[config.mk]
export PLATFORM = sky130hd
export DESIGN_NAME = lzbd_ram
export DESIGN_NICKNAME = d
export VERILOG_FILES = /design/src/rtl/lzbd_ram.sv
export SDC_FILE = /design/constraint.sdc
export NUM_CORES = 1
export LEC_CHECK = 0
export BUFFER_PORTS_ARGS = -buffer_cell sky130_fd_sc_hd__buf_2
export CAP_MARGIN = 20
export CORE_UTILIZATION = 60
export DETAILED_ROUTE_END_ITERATION = 12
export PLACE_DENSITY = 0.81
export SLEW_MARGIN = 20
export SYNTH_ARGS = -nofsm -noshare
export SYNTH_HDL_FRONTEND = slang
export SYNTH_SLANG_ARGS = --single-unit
[constraint.sdc]
create_clock -name clk -period 4.3 [get_ports clk]
set_clock_uncertainty 0.1 [all_clocks]
set_input_delay 0.645 -clock clk [delete_from_list [all_inputs] [get_ports clk]]
set_output_delay 0.645 -clock clk [all_outputs]
set_load 0.02 [all_outputs]
[src/rtl/lzbd_ram.sv]
// Generic single-write, single-read RAM with registered read data.
`default_nettype none
module lzbd_ram #(
  parameter int WIDTH = 8,
  parameter int DEPTH = 64
) (
  input  wire logic                     clk,
  input  wire logic                     we,
  input  wire logic [$clog2(DEPTH)-1:0] waddr,
  input  wire logic [WIDTH-1:0]         wdata,
  input  wire logic                     re,
  input  wire logic [$clog2(DEPTH)-1:0] raddr,
  output logic      [WIDTH-1:0]         rdata
);
  logic [WIDTH-1:0] mem [DEPTH];

  always_ff @(posedge clk) begin
    if (we) begin
      mem[waddr] <= wdata;
    end
    if (re) begin
      rdata <= mem[raddr];
    end
  end
endmodule
`default_nettype wire

== After elaboration in Yosys (flattened, before gate mapping) ==
Memories as Yosys holds them, arrays and structs flattened. A register that Yosys moved wholly into a read port is not among the register bits.
Index checks and enable logic that the tools add are counted.
W data, S select, Z words.
Cells by class
  divide/modulo/power cells: 0
  reductions and logical operators: 0
  equal/unequal tests: 0
  shift operators: 0
  multiply operators: 0
  order comparisons: 0
  bitwise logic cells: 0
  muxes and demuxes: 2
  add/subtract/negate cells: 0
Operators by type and width (count)
  $mux W1: 2
Word-level totals
  output and inout port bits: 8
  bits in read-only memories: 0
  word-level logic and storage cells: 3
  flip-flop bits (word level): 0
  memory bits (writable): 512
  bits of input ports: 23
  bits in latches: 0
  memories: 1
Memory list
  mem: words 64, width 8, read ports 1, clocked after Yosys merged registers in 1, write ports 1, RTL line 15  | logic [WIDTH-1:0] mem [DEPTH];

== Logic depth before layout (Yosys ltp) ==
  depth after elaboration: 2
  gate-level depth with buffers: 9
  mapped depth without buffers: 5

== Least setup slack after synthesis ==
Ideal clock, no wire load.
  kind: in2reg
  start: input port raddr[1]
  end: register rdata[3] (read register of mem) (data pin)
  arrival time: 2185 ps
  required time: 3934 ps
  setup slack: 1749 ps
  library setup time: 266 ps
  cell stages on the path: 7
  path buffers: 3
  path through: buf_4 buf_2 buf_2 mux4_2 mux4_2 o21ai_1 o41ai_1
RTL lines
  from (decl): RTL line 12  | input wire logic [$clog2(DEPTH)-1:0] raddr,
  to (decl): RTL line 13  | output logic [WIDTH-1:0] rdata

==> results.md <==
- CP Data Arrival Time: 3.12 ns
- CP max FO: 56
- Synth async-reset ratio: 0%
- Slew @ Worst Pin: between 1 and 1.5 ns
- Final WS setup: ~1.4 ns
- Flop and latch count out of synthesis: 520
- Die H: around 190 um
- Wire per inst: 29.7 um
- Clk_lat worst skew: about 0.57 ns
- CTS Buffer Depth: 3
- Met2 routed WL: 21.1 mm
- Initial DRC count: 1404
- Postcts setup bufs: 0
- Post-synthesis compound-gate area fraction: 2.06%
- Tmin final: 2.92 ns
- Antenna-violating nets left: 0
- Setup WS pre-CTS: 0.808 ns
- Post-synth EDFFs: 520
- Share of layout cells above drive strength 1: 24.5%
- Seq/Total Area, Yosys: a little under 80%
- Initial antenna violation count: 0
- R2R depth: 5
- DP Wirelength: 24.8 mm
- CTS clock-pin slew for the worst setup and hold paths: 0.07 ns
- Cell Pwr Density: between 400 and 500 nW/um2
- Vias in the first global route: 9932
- Met1 wire length: 16.6 mm
- Syn Nets: 963
- Relative slew slack: 32.6%
- Num CTS Buffers: 49
- Final RePlAce weighted congestion: approximately 0.83
- TritonRoute pass-1 iters: 5
- Routed Wire Length: approximately 44 mm
- WL met3: 4.52 mm
- Avg Vias per Cell: 6.70
- CTS resizes: 0
- GRT Util Overall: about a quarter
- Post-Synth Simple-Gate Area: 3.37%
- Setup tns final: 0 ns
- Peak supply drop: between 0.2 and 0.3 mV
- Avg Inst Size Synth: 21.5 um2
- Largest net degree at the start of global routing: 65
- Critical Path Sink Type: flop
- Outcome: finished, final reports clean
- Leakage: 6.92 nW
- Top Ports: 31
- Critical Path RT: approximately 4.5 ns
- Post-synthesis adder-cell area fraction: 0%
- Final Max Tran Viols: 0
- H-tree lvl count: 2
- Total of max-cap violations: 0
- Yosys cell types: 39
- Synthesized instance count: 940
- Ant diodes: 0
- Layout area overhead: 10.3%
- Highest Signal Layer: met4
- Synth Flop Type: edfxtp_1
- Synth warnings: 0
- Die area: 34500 um2
- Layout net count: 1010
- Mux contribution to synthesized area: ~16%
- Final Hold Viols: 0
- Kind of path behind the tightest hold check: in2reg
- FMAX: 0.342 GHz
- Reg2reg start: mem[25][4]$_DFFE_PP_
- Row count: 66
- Clk sinks: 520
- Die W: ~190 um
- Total grt overflow: 0
- Initial Utilization: 61.6%
- Syn Std Cell Area: slightly above 20000 um2
- Setup CP Type: in2reg
- Commonest non-fill, non-tap cell in the layout: edfxtp_1
- Hold_sp: re
- Core footprint: 32900 um2
- Synth Area in XOR/XNOR: 0%
- First-pass GRT wire length: 64.3 mm
- Hold buffer count at CTS: 0
- CTS tree: yes
- Main combinational cell family by area after synthesis: multiplexers
- Crit path launch: raddr[1]
- CP startpoint kind: input pin
- Root buf cell: clkbuf_16
- Via count: 9840
- Drc violations: 0
- Hold depth: 1
- Crit share post-route: 68.0%
- Most frequent cells in the layout: edfxtp_1 (520), mux4_2 (126), nor2_1 (83)
- RSZ-0062 raised after global routing: false
- Setup violations, final: 0
- Port bufs: 30
## cell usage after synthesis (3+ instances only)
master     instances  area share, %
buf_1              4          0.074
clkbuf_1          17           0.32
nand3_1           13           0.32
nand3b_1           3           0.11
a22oi_1            3           0.11
buf_6              4           0.22
a221oi_1           6           0.26
edfxtp_1         520             77
o2bb2ai_1          3           0.13
o2111ai_1          3           0.13
nor2_1            83            1.5
o221ai_1           8           0.35
nor2b_1           14           0.43
a21oi_1            3          0.074
o22ai_1            8           0.25
mux2_2            13           0.72
a211oi_1           4           0.15
nand2b_1           7           0.22
buf_2             11           0.27
nor3_1             7           0.17
nand2_1           19           0.35
mux4_2           126             14
mux2i_1           23            1.1
buf_4             13           0.48
## stage by stage
stage               util (%)  area, um2  std cells  power, W  hold WS (ns)
detailed placement      63.3      20800       1378   0.00625         0.805
global placement        63.3      20800       1378   0.00624         0.801
floorplan                  -      20200        940   0.00604         0.644
finish                  68.0      22300       1469    0.0102         0.387
CTS                     67.9      22300       1469    0.0103         0.355
global route            68.0      22300       1469    0.0105         0.366
## state kept, by name (all words and copies together) (netlist names)
name	cells
mem	512
rdata	8
## cell families (layout without fill, tap and decap cells)
logic type | count (synthesis) | in the layout
multiplexers | 162 | 162
buffers and inverters | 51 | 138
AO/OA/AOI/OAI | 54 | 54
AND/OR/NAND/NOR | 153 | 153
flip-flops | 520 | 520
## area by class of cell
cell class,count,area (um2)
clock buffer,67,1340
clock inverter,24,170
fill,1978,10500
multi-input combinational,369,4320
sequential,520,15600
tap,442,553
timing repair buffer,47,347
## metal layers
metal	track usage, %	vias up
li1	-	4028
met1	37.6	5065
met4	9.87	0
met2	41.3	654
met5	0	-
met3	5.75	93
## worst paths after layout
path                             end  slack [ns]
setup / recovery  rdata[6]$_DFFE_PP_        1.38
hold / removal    rdata[0]$_DFFE_PP_        0.39
setup reg to reg  rdata[4]$_DFFE_PP_        1.96
hold reg to reg   rdata[2]$_DFFE_PP_        0.82
## worst max-delay path, cell delays in order
cell      delay [ns]
buf_4           0.66
nand2b_1        0.55
a211oi_1        0.42
nor4_1          0.12
buf_4           0.17
nor3_1          0.28
o32ai_1         0.15
## power by group
part / switching [W] / internal, W
Clock: 0.00178 / 0.00230
Combinational: 0.000324 / 0.000191
Sequential: 0.0000137 / 0.00562
Note: power is estimated with default switching activity, not from simulation.
